==> src/tavg_pkg.sv <==
// Package for the tile-average glyph quantiser: register codes, glyph codes,
// stage records and queue sizing. No dependencies.
`default_nettype none

package tavg_pkg;

  localparam int SUM_W    = 20;
  localparam int OQ_DEPTH = 8;
  localparam int OQ_AW    = $clog2(OQ_DEPTH);

  typedef enum logic [2:0] {
    CFG_FRAME_WIDTH  = 3'd0,
    CFG_TILE_WIDTH   = 3'd1,
    CFG_TILE_HEIGHT  = 3'd2,
    CFG_TILES_ACROSS = 3'd3,
    CFG_TILES_DOWN   = 3'd4
  } cfg_idx_t;

  localparam logic [7:0] GLYPH_HASH    = 8'd35;
  localparam logic [7:0] GLYPH_EQUALS  = 8'd61;
  localparam logic [7:0] GLYPH_STAR    = 8'd42;
  localparam logic [7:0] GLYPH_DOT     = 8'd46;
  localparam logic [7:0] GLYPH_SPACE   = 8'd32;
  localparam logic [7:0] GLYPH_NEWLINE = 8'd10;

  // Clamped configuration as the datapath sees it
  typedef struct packed {
    logic [11:0] fw;
    logic [6:0]  tw;
    logic [6:0]  th;
    logic [7:0]  ta;
    logic [7:0]  td;
  } cfg_t;

  // One pixel as placed by the raster counters
  typedef struct packed {
    logic       active;
    logic       first;
    logic       last;
    logic       nl;
    logic       done;
    logic [7:0] tile_col;
    logic [7:0] gray;
  } pix_req_t;

  // One completed tile
  typedef struct packed {
    logic             valid;
    logic [SUM_W-1:0] sum;
    logic             nl;
    logic             done;
  } tile_t;

  // One queued item: a glyph, optionally followed by a newline
  typedef struct packed {
    logic [7:0] glyph;
    logic       nl;
    logic       done;
  } entry_t;

endpackage

`default_nettype wire

==> src/tavg_if.sv <==
// Handshake interfaces for pixels, results and register writes.
// Stand-alone; no package needed.
`default_nettype none

interface tavg_pixel_if;
  logic       valid;
  logic       ready;
  logic [7:0] gray;
  logic       frame_start;
  modport source (output valid, gray, frame_start, input ready);
  modport sink   (input valid, gray, frame_start, output ready);
endinterface

interface tavg_result_if;
  logic       valid;
  logic       ready;
  logic [7:0] glyph;
  logic       last_in_run;
  logic       frame_done;
  modport source (output valid, glyph, last_in_run, frame_done, input ready);
  modport sink   (input valid, glyph, last_in_run, frame_done, output ready);
endinterface

interface tavg_cfg_if;
  logic        valid;
  logic        ready;
  logic [2:0]  index;
  logic [11:0] data;
  modport source (output valid, index, data, input ready);
  modport sink   (input valid, index, data, output ready);
endinterface

`default_nettype wire

==> src/tavg_raster.sv <==
// Configuration registers and raster position counters.
// Depends on tavg_pkg and tavg_if.
`default_nettype none

module tavg_raster #(
  parameter int MAX_TILES_ACROSS = 128,
  parameter int MAX_TILE_SIDE    = 64
) (
  input  wire logic              clk,
  input  wire logic              rst,
  tavg_cfg_if.sink               cfg,
  input  wire logic              accept,
  input  wire logic [7:0]        gray,
  input  wire logic              frame_start,
  output tavg_pkg::pix_req_t     req,
  output tavg_pkg::cfg_t         cfgc
);
  import tavg_pkg::*;

  logic [11:0] frame_width;
  logic [6:0]  tile_width;
  logic [6:0]  tile_height;
  logic [7:0]  tiles_across;
  logic [7:0]  tiles_down;

  logic [11:0] pixel_column, pixel_column_next, pc;
  logic [5:0]  column_in_tile, column_in_tile_next, cit;
  logic [7:0]  tile_column, tile_column_next, tc;
  logic [5:0]  line_in_tile, line_in_tile_next, lit;
  logic [7:0]  tile_row, tile_row_next, tr;

  assign cfg.ready = 1'b1;

  always_ff @(posedge clk) begin
    if (rst) begin
      frame_width  <= 12'd640;
      tile_width   <= 7'd8;
      tile_height  <= 7'd16;
      tiles_across <= 8'd80;
      tiles_down   <= 8'd30;
    end else if (cfg.valid) begin
      case (cfg.index)
        CFG_FRAME_WIDTH:  frame_width  <= cfg.data;
        CFG_TILE_WIDTH:   tile_width   <= cfg.data[6:0];
        CFG_TILE_HEIGHT:  tile_height  <= cfg.data[6:0];
        CFG_TILES_ACROSS: tiles_across <= cfg.data[7:0];
        CFG_TILES_DOWN:   tiles_down   <= cfg.data[7:0];
        default: ;
      endcase
    end
  end

  // Zero acts as one; oversize tile sides and tiles across stop at the maximum
  always_comb begin
    cfgc.fw = (frame_width == 12'd0) ? 12'd1 : frame_width;
    cfgc.tw = (tile_width == 7'd0) ? 7'd1 : tile_width;
    if ({2'b00, tile_width} > 9'(MAX_TILE_SIDE)) cfgc.tw = 7'(MAX_TILE_SIDE);
    cfgc.th = (tile_height == 7'd0) ? 7'd1 : tile_height;
    if ({2'b00, tile_height} > 9'(MAX_TILE_SIDE)) cfgc.th = 7'(MAX_TILE_SIDE);
    cfgc.ta = (tiles_across == 8'd0) ? 8'd1 : tiles_across;
    if ({1'b0, tiles_across} > 9'(MAX_TILES_ACROSS)) cfgc.ta = 8'(MAX_TILES_ACROSS);
    cfgc.td = (tiles_down == 8'd0) ? 8'd1 : tiles_down;
  end

  always_comb begin
    pc  = frame_start ? 12'd0 : pixel_column;
    cit = frame_start ? 6'd0  : column_in_tile;
    tc  = frame_start ? 8'd0  : tile_column;
    lit = frame_start ? 6'd0  : line_in_tile;
    tr  = frame_start ? 8'd0  : tile_row;

    req.active   = (tc < cfgc.ta) && (tr < cfgc.td);
    req.first    = (cit == 6'd0) && (lit == 6'd0);
    req.last     = ({1'b0, cit} == cfgc.tw - 7'd1) && ({1'b0, lit} == cfgc.th - 7'd1);
    req.nl       = (tc == cfgc.ta - 8'd1);
    req.done     = (tr == cfgc.td - 8'd1);
    req.tile_col = tc;
    req.gray     = gray;

    column_in_tile_next = cit + 6'd1;
    tile_column_next    = tc;
    if ({1'b0, column_in_tile_next} >= cfgc.tw || column_in_tile_next == 6'd0) begin
      column_in_tile_next = 6'd0;
      if (tc < cfgc.ta) tile_column_next = tc + 8'd1;
    end
    pixel_column_next = pc + 12'd1;
    line_in_tile_next = lit;
    tile_row_next     = tr;
    if (pixel_column_next >= cfgc.fw || pixel_column_next == 12'd0) begin
      pixel_column_next   = 12'd0;
      column_in_tile_next = 6'd0;
      tile_column_next    = 8'd0;
      line_in_tile_next   = lit + 6'd1;
      if ({1'b0, line_in_tile_next} >= cfgc.th || line_in_tile_next == 6'd0) begin
        line_in_tile_next = 6'd0;
        if (tr < cfgc.td) tile_row_next = tr + 8'd1;
      end
    end
    if (tile_column_next > cfgc.ta) tile_column_next = cfgc.ta;
    if (tile_row_next > cfgc.td) tile_row_next = cfgc.td;
  end

  always_ff @(posedge clk) begin
    if (rst) begin
      pixel_column   <= 12'd0;
      column_in_tile <= 6'd0;
      tile_column    <= 8'd0;
      line_in_tile   <= 6'd0;
      tile_row       <= 8'd0;
    end else if (accept) begin
      pixel_column   <= pixel_column_next;
      column_in_tile <= column_in_tile_next;
      tile_column    <= tile_column_next;
      line_in_tile   <= line_in_tile_next;
      tile_row       <= tile_row_next;
    end
  end

endmodule

`default_nettype wire

==> src/tavg_accum.sv <==
// Column accumulator memory with read-modify-write and same-entry forwarding.
// Depends on tavg_pkg.
`default_nettype none

module tavg_accum #(
  parameter int MAX_TILES_ACROSS = 128
) (
  input  wire logic               clk,
  input  wire logic               rst,
  input  wire logic               accept,
  input  wire tavg_pkg::pix_req_t req,
  output logic                    s1_pending,
  output tavg_pkg::tile_t         tile
);
  import tavg_pkg::*;

  localparam int IDX_W = (MAX_TILES_ACROSS > 1) ? $clog2(MAX_TILES_ACROSS) : 1;

  logic [SUM_W-1:0] mem [MAX_TILES_ACROSS];
  logic [SUM_W-1:0] rdata;

  logic             s1_valid;
  pix_req_t         s1;
  logic             s1_fwd;
  logic [SUM_W-1:0] s1_fwd_data;
  logic [SUM_W-1:0] base;
  logic [SUM_W-1:0] sum;
  logic             s1_we;
  logic [IDX_W-1:0] rd_idx;
  logic [IDX_W-1:0] s1_idx;

  assign rd_idx = req.tile_col[IDX_W-1:0];
  assign s1_idx = s1.tile_col[IDX_W-1:0];
  assign s1_we  = s1_valid && s1.active;

  always_ff @(posedge clk) begin
    if (accept) rdata <= mem[rd_idx];
    if (s1_we) mem[s1_idx] <= sum;
  end

  // A write in flight to the entry being read lands too late for the read port
  always_comb begin
    base = s1_fwd ? s1_fwd_data : rdata;
    sum  = s1.first ? {{(SUM_W-8){1'b0}}, s1.gray} : base + {{(SUM_W-8){1'b0}}, s1.gray};
  end

  assign s1_pending = s1_we && s1.last;

  always_ff @(posedge clk) begin
    if (rst) begin
      s1_valid   <= 1'b0;
      tile.valid <= 1'b0;
    end else begin
      s1_valid   <= accept;
      tile.valid <= s1_pending;
    end
    if (accept) begin
      s1          <= req;
      s1_fwd      <= s1_we && (s1_idx == rd_idx);
      s1_fwd_data <= sum;
    end
    tile.sum  <= sum;
    tile.nl   <= s1.nl;
    tile.done <= s1.done;
  end

endmodule

`default_nettype wire

==> src/tavg_quant.sv <==
// Threshold registers and glyph selection from a tile sum.
// Depends on tavg_pkg.
`default_nettype none

module tavg_quant (
  input  wire logic            clk,
  input  wire tavg_pkg::cfg_t  cfgc,
  input  wire tavg_pkg::tile_t tile,
  output logic                 push,
  output tavg_pkg::entry_t     entry
);
  import tavg_pkg::*;

  logic [13:0]         n;
  logic [23:0]         thr_hash;
  logic [22:0]         thr_equals;
  logic [21:0]         thr_star;
  logic [18:0]         thr_dot;
  logic [SUM_W+1:0]    sum4;

  // Thresholds follow the tile size through the registered product n, then the threshold registers
  always_ff @(posedge clk) begin
    n          <= {7'd0, cfgc.tw} * {7'd0, cfgc.th};
    thr_hash   <= {10'd0, n} * 24'd765;
    thr_equals <= {9'd0, n} * 23'd510;
    thr_star   <= {8'd0, n} * 22'd255;
    thr_dot    <= {5'd0, n} * 19'd20;
  end

  assign sum4 = {tile.sum, 2'b00};

  always_comb begin
    if ({2'b00, sum4} >= thr_hash)            entry.glyph = GLYPH_HASH;
    else if ({1'b0, sum4} >= thr_equals)      entry.glyph = GLYPH_EQUALS;
    else if (sum4 >= thr_star)                entry.glyph = GLYPH_STAR;
    else if (tile.sum >= {1'b0, thr_dot})     entry.glyph = GLYPH_DOT;
    else                                      entry.glyph = GLYPH_SPACE;
    entry.nl   = tile.nl;
    entry.done = tile.done;
    push       = tile.valid;
  end

endmodule

`default_nettype wire

==> src/tavg_outq.sv <==
// Result queue: one entry per tile, unpacked into a glyph and an optional newline.
// Depends on tavg_pkg and tavg_if.
`default_nettype none

module tavg_outq (
  input  wire logic             clk,
  input  wire logic             rst,
  input  wire logic             push,
  input  wire tavg_pkg::entry_t entry,
  input  wire logic [1:0]       in_flight,
  output logic                  room,
  tavg_result_if.source         result
);
  import tavg_pkg::*;

  entry_t             q [OQ_DEPTH];
  logic [OQ_AW-1:0]   wr_ptr;
  logic [OQ_AW-1:0]   rd_ptr;
  logic [OQ_AW:0]     count;
  logic               phase;
  logic               take;
  logic               pop;
  entry_t             head;

  assign head = q[rd_ptr];
  assign take = result.valid && result.ready;
  assign pop  = take && (phase || !head.nl);

  // Leave space for every tile still in the pipeline plus the new pixel
  assign room = ({1'b0, count} + {{OQ_AW{1'b0}}, in_flight}) < (OQ_AW+2)'(OQ_DEPTH);

  assign result.valid       = (count != '0);
  assign result.glyph       = phase ? GLYPH_NEWLINE : head.glyph;
  assign result.last_in_run = phase || !head.nl;
  assign result.frame_done  = phase && head.done;

  always_ff @(posedge clk) begin
    if (push) q[wr_ptr] <= entry;
  end

  always_ff @(posedge clk) begin
    if (rst) begin
      wr_ptr <= '0;
      rd_ptr <= '0;
      count  <= '0;
      phase  <= 1'b0;
    end else begin
      if (push) wr_ptr <= wr_ptr + 1'b1;
      if (pop) rd_ptr <= rd_ptr + 1'b1;
      if (push && !pop) count <= count + 1'b1;
      else if (pop && !push) count <= count - 1'b1;
      if (take) phase <= !pop;
    end
  end

endmodule

`default_nettype wire

==> src/tile_average_to_ascii_glyph.sv <==
// Tile-average glyph quantiser, top level.
// Throughput: one pixel per cycle while the queue has room. A tile glyph is offered after
// the s1, tile and queue registers; its newline in the cycle after the glyph is taken.
// Input stalls only when the eight-entry result queue cannot hold every tile in flight.
// Reset (rst, synchronous) loads the register defaults, clears counters and queue;
// accumulator memory is not cleared, each tile's top-left pixel overwrites its entry.
`default_nettype none

module tile_average_to_ascii_glyph #(
  parameter int MAX_TILES_ACROSS = 128,
  parameter int MAX_TILE_SIDE    = 64
) (
  input  wire logic      clk,
  input  wire logic      rst,
  tavg_pixel_if.sink     pixel,
  tavg_result_if.source  result,
  tavg_cfg_if.sink       cfg
);
  import tavg_pkg::*;

  pix_req_t req;
  cfg_t     cfgc;
  tile_t    tile;
  entry_t   entry;
  logic     accept;
  logic     room;
  logic     push;
  logic     s1_pending;
  logic [1:0] in_flight;

  assign pixel.ready = room;
  assign accept      = pixel.valid && room;
  assign in_flight   = {1'b0, s1_pending} + {1'b0, tile.valid};

  tavg_raster #(
    .MAX_TILES_ACROSS (MAX_TILES_ACROSS),
    .MAX_TILE_SIDE    (MAX_TILE_SIDE)
  ) u_raster (
    .clk         (clk),
    .rst         (rst),
    .cfg         (cfg),
    .accept      (accept),
    .gray        (pixel.gray),
    .frame_start (pixel.frame_start),
    .req         (req),
    .cfgc        (cfgc)
  );

  tavg_accum #(
    .MAX_TILES_ACROSS (MAX_TILES_ACROSS)
  ) u_accum (
    .clk        (clk),
    .rst        (rst),
    .accept     (accept),
    .req        (req),
    .s1_pending (s1_pending),
    .tile       (tile)
  );

  tavg_quant u_quant (
    .clk   (clk),
    .cfgc  (cfgc),
    .tile  (tile),
    .push  (push),
    .entry (entry)
  );

  tavg_outq u_outq (
    .clk       (clk),
    .rst       (rst),
    .push      (push),
    .entry     (entry),
    .in_flight (in_flight),
    .room      (room),
    .result    (result)
  );

endmodule

`default_nettype wire

==> src/flat_wrapper.sv <==
// flat-port wrapper written by rule: the top's interface ports become plain ports
module tile_average_to_ascii_glyph_flat import tavg_pkg::*;
#(
  parameter int MAX_TILES_ACROSS = 128,
  parameter int MAX_TILE_SIDE    = 64
)
  (clk, rst, pixel_valid, pixel_gray, pixel_frame_start, pixel_ready, result_valid, result_glyph, result_last_in_run, result_frame_done, result_ready, cfg_valid, cfg_index, cfg_data, cfg_ready);
  tavg_pixel_if pixel_i ();
  tavg_result_if result_i ();
  tavg_cfg_if cfg_i ();
  input  wire logic clk;
  input  wire logic rst;
  input wire logic [$bits(pixel_i.valid)-1:0] pixel_valid;
  input wire logic [$bits(pixel_i.gray)-1:0] pixel_gray;
  input wire logic [$bits(pixel_i.frame_start)-1:0] pixel_frame_start;
  output wire logic [$bits(pixel_i.ready)-1:0] pixel_ready;
  output wire logic [$bits(result_i.valid)-1:0] result_valid;
  output wire logic [$bits(result_i.glyph)-1:0] result_glyph;
  output wire logic [$bits(result_i.last_in_run)-1:0] result_last_in_run;
  output wire logic [$bits(result_i.frame_done)-1:0] result_frame_done;
  input wire logic [$bits(result_i.ready)-1:0] result_ready;
  input wire logic [$bits(cfg_i.valid)-1:0] cfg_valid;
  input wire logic [$bits(cfg_i.index)-1:0] cfg_index;
  input wire logic [$bits(cfg_i.data)-1:0] cfg_data;
  output wire logic [$bits(cfg_i.ready)-1:0] cfg_ready;
  assign pixel_i.valid = pixel_valid;
  assign pixel_i.gray = pixel_gray;
  assign pixel_i.frame_start = pixel_frame_start;
  assign pixel_ready = pixel_i.ready;
  assign result_valid = result_i.valid;
  assign result_glyph = result_i.glyph;
  assign result_last_in_run = result_i.last_in_run;
  assign result_frame_done = result_i.frame_done;
  assign result_i.ready = result_ready;
  assign cfg_i.valid = cfg_valid;
  assign cfg_i.index = cfg_index;
  assign cfg_i.data = cfg_data;
  assign cfg_ready = cfg_i.ready;
  tile_average_to_ascii_glyph #(.MAX_TILES_ACROSS(MAX_TILES_ACROSS), .MAX_TILE_SIDE(MAX_TILE_SIDE)) u_core (.clk(clk), .rst(rst), .pixel(pixel_i), .result(result_i), .cfg(cfg_i));
endmodule
==> config.mk <==
export PLATFORM = sky130hd
export DESIGN_NAME = tile_average_to_ascii_glyph_flat
export DESIGN_NICKNAME = d
export VERILOG_FILES = /design/src/tavg_pkg.sv /design/src/tavg_if.sv /design/src/tavg_raster.sv /design/src/tavg_accum.sv /design/src/tavg_quant.sv /design/src/tavg_outq.sv /design/src/tile_average_to_ascii_glyph.sv /design/src/flat_wrapper.sv
export SDC_FILE = /design/constraint.sdc
export NUM_CORES = 2
export LEC_CHECK = 0
export ABC_CLOCK_PERIOD_IN_PS = 8800
export BUFFER_PORTS_ARGS = -buffer_cell sky130_fd_sc_hd__buf_2
export CORE_UTILIZATION = 45
export DETAILED_ROUTE_END_ITERATION = 6
export PLACE_DENSITY = 0.68
export SLEW_MARGIN = 20
export SYNTH_ARGS = -nofsm -noshare
export SYNTH_HDL_FRONTEND = slang
export SYNTH_SLANG_ARGS = --single-unit
==> constraint.sdc <==
create_clock -name clk -period 8.8 [get_ports clk]
set_clock_uncertainty 0.1 [all_clocks]
set_input_delay 0.88 -clock clk [delete_from_list [all_inputs] [get_ports clk]]
set_output_delay 0.88 -clock clk [all_outputs]
set_load 0.005 [all_outputs]
After elaboration in Yosys (flattened, before gate mapping)
Memories as Yosys holds them, arrays and structs flattened. A register that Yosys moved wholly into a read port is not among the register bits.
Index checks and enable logic that the tools add are counted.
- bits in latches: 0
- logic and storage cells: 158
- register bits: 257
- output and inout bits: 13
- input bits: 29
- memories kept: 2
- bits in read-only memories: 0
- RAM bits: 2616
- multiplexer cells: 41
- shifts and indexed selects: 0
- $add $sub $neg: 16
- div/mod/pow operators: 0
- reductions and logical operators: 37
- order comparisons: 15
- bitwise gates (word level): 0
- multipliers: 5
- equality and inequality tests: 9
- memories (name ; words ; width ; read ports ; clocked after Yosys merged registers in ; write ports ; RTL line ; text):
    u_core.u_accum.mem ; 128 ; 20 ; 1 ; 1 ; 1 ; tavg_accum.sv:19 ; logic [SUM_W-1:0] mem [MAX_TILES_ACROSS];
    u_core.u_outq.q ; 8 ; 7 ; 1 ; 1 ; 1 ; tavg_outq.sv:16 ; entry_t q [OQ_DEPTH];
- operator list (operator ; number):
    2-to-1 mux 8 bit ; 14
    multiplier 14 x 8 -> 22 bit, second input constant ; 2
    2-to-1 mux 20 bit ; 2
    2-to-1 mux 12 bit ; 3
    2-to-1 mux 6 bit ; 6
    2-to-1 mux 7 bit ; 4
    greater-or-equal comparator 22 x 24 -> 1 bit ; 1
    zero test 12 bit ; 2
    zero test 6 bit ; 4
    multiplier 14 x 10 -> 24 bit, second input constant ; 1
    greater-or-equal comparator 22 x 23 -> 1 bit ; 1
    greater-or-equal comparator 22 bit ; 1
    adder 20 x 8 -> 20 bit ; 1
    greater-or-equal comparator 20 x 19 -> 1 bit ; 1
    multiplier 14 x 3 -> 17 bit, second input constant ; 1
    adder 8 x 1 -> 8 bit, second input constant ; 2
    == test 8 bit ; 2
    greater-than comparator 8 bit ; 2
    zero test 8 bit ; 2
    less-than comparator 8 bit ; 2
    2-to-1 mux 4 bit ; 4
    subtractor 8 x 1 -> 8 bit, second input constant ; 2
    == test 6 x 7 -> 1 bit ; 2
    greater-or-equal comparator 6 x 7 -> 1 bit ; 2
    28 further kinds ; 59

Longest topological paths before layout
- depth in word-level cells: 9
- mapped depth: 31
- mapped depth without buffers: 24

Cells and area by module
Synthesis repeated with hierarchy kept, for this count alone.
- cells, all modules: 7113
- area, all modules: 123044.3 um^2
- modules (own cells, without submodules) (module ; cells each ; area an instance (um^2) ; seq. area each (um^2) ; times used):
    tavg_accum ; 4745 ; 101050.7 ; 79185.9 ; 1
    tavg_quant ; 1237 ; 11358.4 ; 1461.4 ; 1
    tavg_raster ; 902 ; 6744.0 ; 1641.6 ; 1
    tavg_outq ; 227 ; 3872.5 ; 2682.6 ; 1
    tile_average_to_ascii_glyph ; 2 ; 18.8 ; 0.0 ; 1

Worst setup path before layout
Ideal clock, no wire load.
- path type: reg2reg
- start: register u_core.u_accum.s1_fwd
- end: memory u_core.u_accum.mem[0][6], data pin
- stages on the path, launching flop included: 15
- arrival time: 8158 ps
- data required time: 7460 ps
- clock period less this slack: 9498 ps
- setup time: 1240 ps
- path slack: -698 ps
- path buffers: 3
- path through: edfxtp_1 > clkbuf_1 > buf_1 > clkbuf_1 > mux2_2 > ha_1 > inv_1 > fa_1 > nor2b_1 > o21ai_0 > a21boi_0 > nor2_1 > nor2_1 > nor3_1 > o31ai_1
- word-level cells in the longest chain between the ends: 3
- ends and longest elaborated chain (what ; RTL line ; text):
    start, declared ; tavg_accum.sv:24 ; logic s1_fwd;
    start signal, assigned ; tavg_accum.sv:59 ; s1_fwd <= s1_we && (s1_idx == rd_idx);
    2-to-1 mux 20 bit ; tavg_accum.sv:43 ; base = s1_fwd ? s1_fwd_data : rdata;
    adder 20 x 8 -> 20 bit ; tavg_accum.sv:44 ; sum = s1.first ? {{(SUM_W-8){1'b0}}, s1.gray} : base + {{(SUM_W-8){1'b0}}, s1.gray};
    2-to-1 mux 20 bit ; tavg_accum.sv:44 ;
    via u_core.u_accum.sum[6] ; tavg_accum.sv:27 ; logic [SUM_W-1:0] sum;
    end, declared ; tavg_accum.sv:19 ;
The timed path passes the listed nets, and every way through them passes these cells.

Worst setup path after layout
- start: register u_core.u_quant.n[6]
- end: register u_core.u_quant.thr_hash[22]
- word-level cells in the longest chain between the ends: 1
- ends and longest elaborated chain (what ; RTL line ; text):
    start, declared ; tavg_quant.sv:14 ; logic [13:0] n;
    start signal, assigned ; tavg_quant.sv:23 ; n <= {7'd0, cfgc.tw} * {7'd0, cfgc.th};
    multiplier 14 x 10 -> 24 bit ; tavg_quant.sv:24 ; thr_hash <= {10'd0, n} * 24'd765;
    end signal, assigned ; tavg_quant.sv:24 ;
    end, declared ; tavg_quant.sv:15 ; logic [23:0] thr_hash;
No other way between the ends.
A chain may end at the register's enable or synchronous reset.

==> results.yml <==
timing:
  rsz0062_at_grt: "false"
  worst_pin_slew_ps: 1130
  hold_viol: 0
  hold_slack_ps: 156
  finalWorstSetupSlack_ps: 2520
  fin_setup_tns_ps: 0
  report.final.setup_viol: 0
  slew_violations: 0
  fmax_mhz: 159
  final.min_clock_period_ps: 6280
  timing.final.crit_share_pct: 71.4
  slew_headroom_pct: 24.3
route:
  dr.first_iter.drc_count: 7996
  detail_route.wl_per_cell_um: 26.1
  antenna_left: 0
  vias: 69100
  drc: 0
  wl_mm: 304
  vias_per_cell: 5.92
  drt_first_pass_iters: 5
clock_tree:
  cts_tree: "done"
  clockRootBuffer: "clkbuf_16"
  clkSinkCount: 2870
  postCtsHoldBufs: 0
  htreeDepth: 5
  clk_latency_ps: 860
  post-cts-setup-buffer-count: 0
  cts_resized: 0
  clockBufferDepth: 4
  cts_made_buffers: 285
  path_clk_slew_ps: 60
global_route:
  grt_pass1_wl_mm: 449
  grt_antenna_before_repair: 10
  grt.overflow.total: 0
  grt_max_degree: 170
  grt_usage_pct: 22.1
  first_global_vias: 68300
die:
  dieArea_um2: 273000
  die_h_um: 523
  die_x_um: 523
  initial_core_util_pct: 45.4
  fp-row-count: 190
  placeableCoreArea_um2: 269000
  io_pins: 42
place:
  place_ws_ps: 2000
  gp_congestion: 0.845
  io_buffers: 38
  dp_hpwl_mm: 176
logic_synthesis:
  yosys_most_used_dff: "edfxtp_1"
  synthArstFlopShare_pct: 0
  synth-seq-area-share_pct: 69.1
  yosys_warnings: 0
  yosysUniqueCellTypes: 81
  syn_area_um2: 122000
  synth_edf_count: 2677
  synth_cells: 7763
  syn_avg_cell_area_um2: 15.7
  synth_seq_cells: 2870
worst_setup_path:
  critPathKind: "register to register"
  worstPathMaxFanout: 10
  r2r_setup_slack_ps: 2520
  cp.required_ps: 9460
  critPathCaptureType: "register"
  cp-start-kind: "register"
  critPathArrivalTime_ps: 6940
job:
  drv_cap: 0
final_layout:
  drive_gt1_share_pct: 14.7
  mostFrequentLayoutCell: "edfxtp_1"
  nets: 8390
  final_cell_mix: "edfxtp_1 (2,677), nand2_1 (668), a21oi_1 (593)"
  area_growth_pct: 11.7
  nFillCells: 21700
min_path:
  hold_path.class: "input pin to register"
power_and_ir_drop:
  leakage_nw: 45.2
  powerDensity_nw_per_um2: 228
  peakVddDrop_v: 0.000223
status:
  status: "finished, final reports clean"
[kinds of logic (layout without fill, tap and decap cells)]
group	count (synthesis)	in the layout	share of synthesized area, %
AND/OR/NAND/NOR	1455	1455	5.06
flip-flops	2870	2870	69.1
multiplexers	762	762	10.1
AO/OA/AOI/OAI	1344	1344	6.82
XOR/XNOR	149	149	1.07
buffers and inverters	726	1073	2.31
adder cells (fa/ha/maj)	455	455	5.55
other	2	11	0.00616
[Yosys cell counts (all sizes together), types with 15 or more instances]
| library cell | number | area [µm²] |
|---|---|---|
| nor2 | 481 | 1810 |
| nand3 | 73 | 365 |
| clkbuf | 273 | 1020 |
| nand2b | 22 | 138 |
| edfxtp | 2677 | 80400 |
| o21ai | 220 | 1100 |
| o21a | 24 | 180 |
| ha | 312 | 3900 |
| o211ai | 174 | 1310 |
| mux2 | 15 | 169 |
| a211oi | 21 | 158 |
| nand2 | 672 | 2520 |
| fa | 143 | 2860 |
| mux4 | 376 | 8470 |
| buf | 130 | 587 |
| xnor2 | 103 | 902 |
| nand4 | 25 | 171 |
| dfxtp | 193 | 3860 |
| a21o | 36 | 270 |
| xor2 | 46 | 403 |
| a21oi | 593 | 2970 |
| o221ai | 162 | 1420 |
| nor3 | 37 | 185 |
| nor2b | 50 | 313 |
| nor4 | 17 | 106 |
| and3 | 16 | 100 |
| a31oi | 21 | 131 |
| mux2i | 371 | 3710 |
| inv | 320 | 1200 |
[layout make-up]
type	instances	area (µm²)	area share, %
Multi-Input combinational cell	4168	35400	26.0
Sequential cell	2870	84300	61.8
Tap cell	3552	4440	3.26
Timing Repair Buffer	258	2060	1.51
Clock buffer	364	7640	5.60
Clock inverter	128	1220	0.893
Inverter	323	1240	0.911
Antenna cell	8	20.0	0.0147
[through the flow]
step	cells	area, µm²	utilization (%)	power [mW]
global route	11700	136000	50.7	32.1
finish	11700	136000	50.7	31.1
global placement	11200	127000	47.4	19.4
detailed placement	11200	127000	47.4	19.6
CTS	11700	136000	50.7	31.2
floorplan	7764	122000	-	18.3
[worst paths after layout]
| path | from | endpoint | cells past startpoint |
|---|---|---|---|
| max | u_core.u_quant.n[6] | u_core.u_quant.thr_hash[22] | 19 |
| min | pixel_gray[2] | u_core.u_accum.s1[2] | 1 |
| max reg2reg | u_core.u_quant.n[6] | u_core.u_quant.thr_hash[22] | 19 |
| min reg2reg | u_core.u_accum.s1[16] | u_core.u_accum.tile[0] | 0 |
[routing by layer]
layer / wire [µm] / global-route usage (%) / vias to the layer above
li1: - / - / 30100
met1: 126000 / 31.6 / 35400
met2: 141000 / 34.5 / 3127
met3: 26100 / 3.30 / 480
met4: 11100 / 7.76 / 2
met5: 9 / 0 / -
[registers in the layout, indices dropped and copies added (netlist names), 12 cells and up, named ones only]
name,count
u_core.u_raster.pixel_column,12
u_core.u_accum.mem,2560
u_core.u_quant.n,14
u_core.u_accum.tile,23
u_core.u_accum.rdata,20
u_core.u_outq.q,56
u_core.u_accum.s1,20
u_core.u_raster.frame_width,12
u_core.u_accum.s1_fwd_data,20
u_core.u_quant.thr_hash,23
u_core.u_quant.thr_dot,14
u_core.u_quant.thr_star,22
[worst max-delay path, cell delays in order, from the launching register on]
cell,delay (ps)
dfxtp_1,840
ha_1,380
fa_1,500
inv_1,50
fa_1,530
inv_1,50
fa_1,470
inv_1,50
fa_1,470
inv_1,50
ha_1,330
o21ai_0,100
nand2b_1,70
o311a_1,140
o41ai_1,620
o21ai_0,300
o21ai_0,630
o21bai_1,170
a21oi_1,200
xnor2_1,130
[report_power, final]
| part | internal (mW) | switching (mW) |
|---|---|---|
| logic | 0.901 | 2.30 |
| clock network | 6.71 | 5.06 |
| registers | 15.9 | 0.173 |
Note: power is estimated with default switching activity, not from simulation.
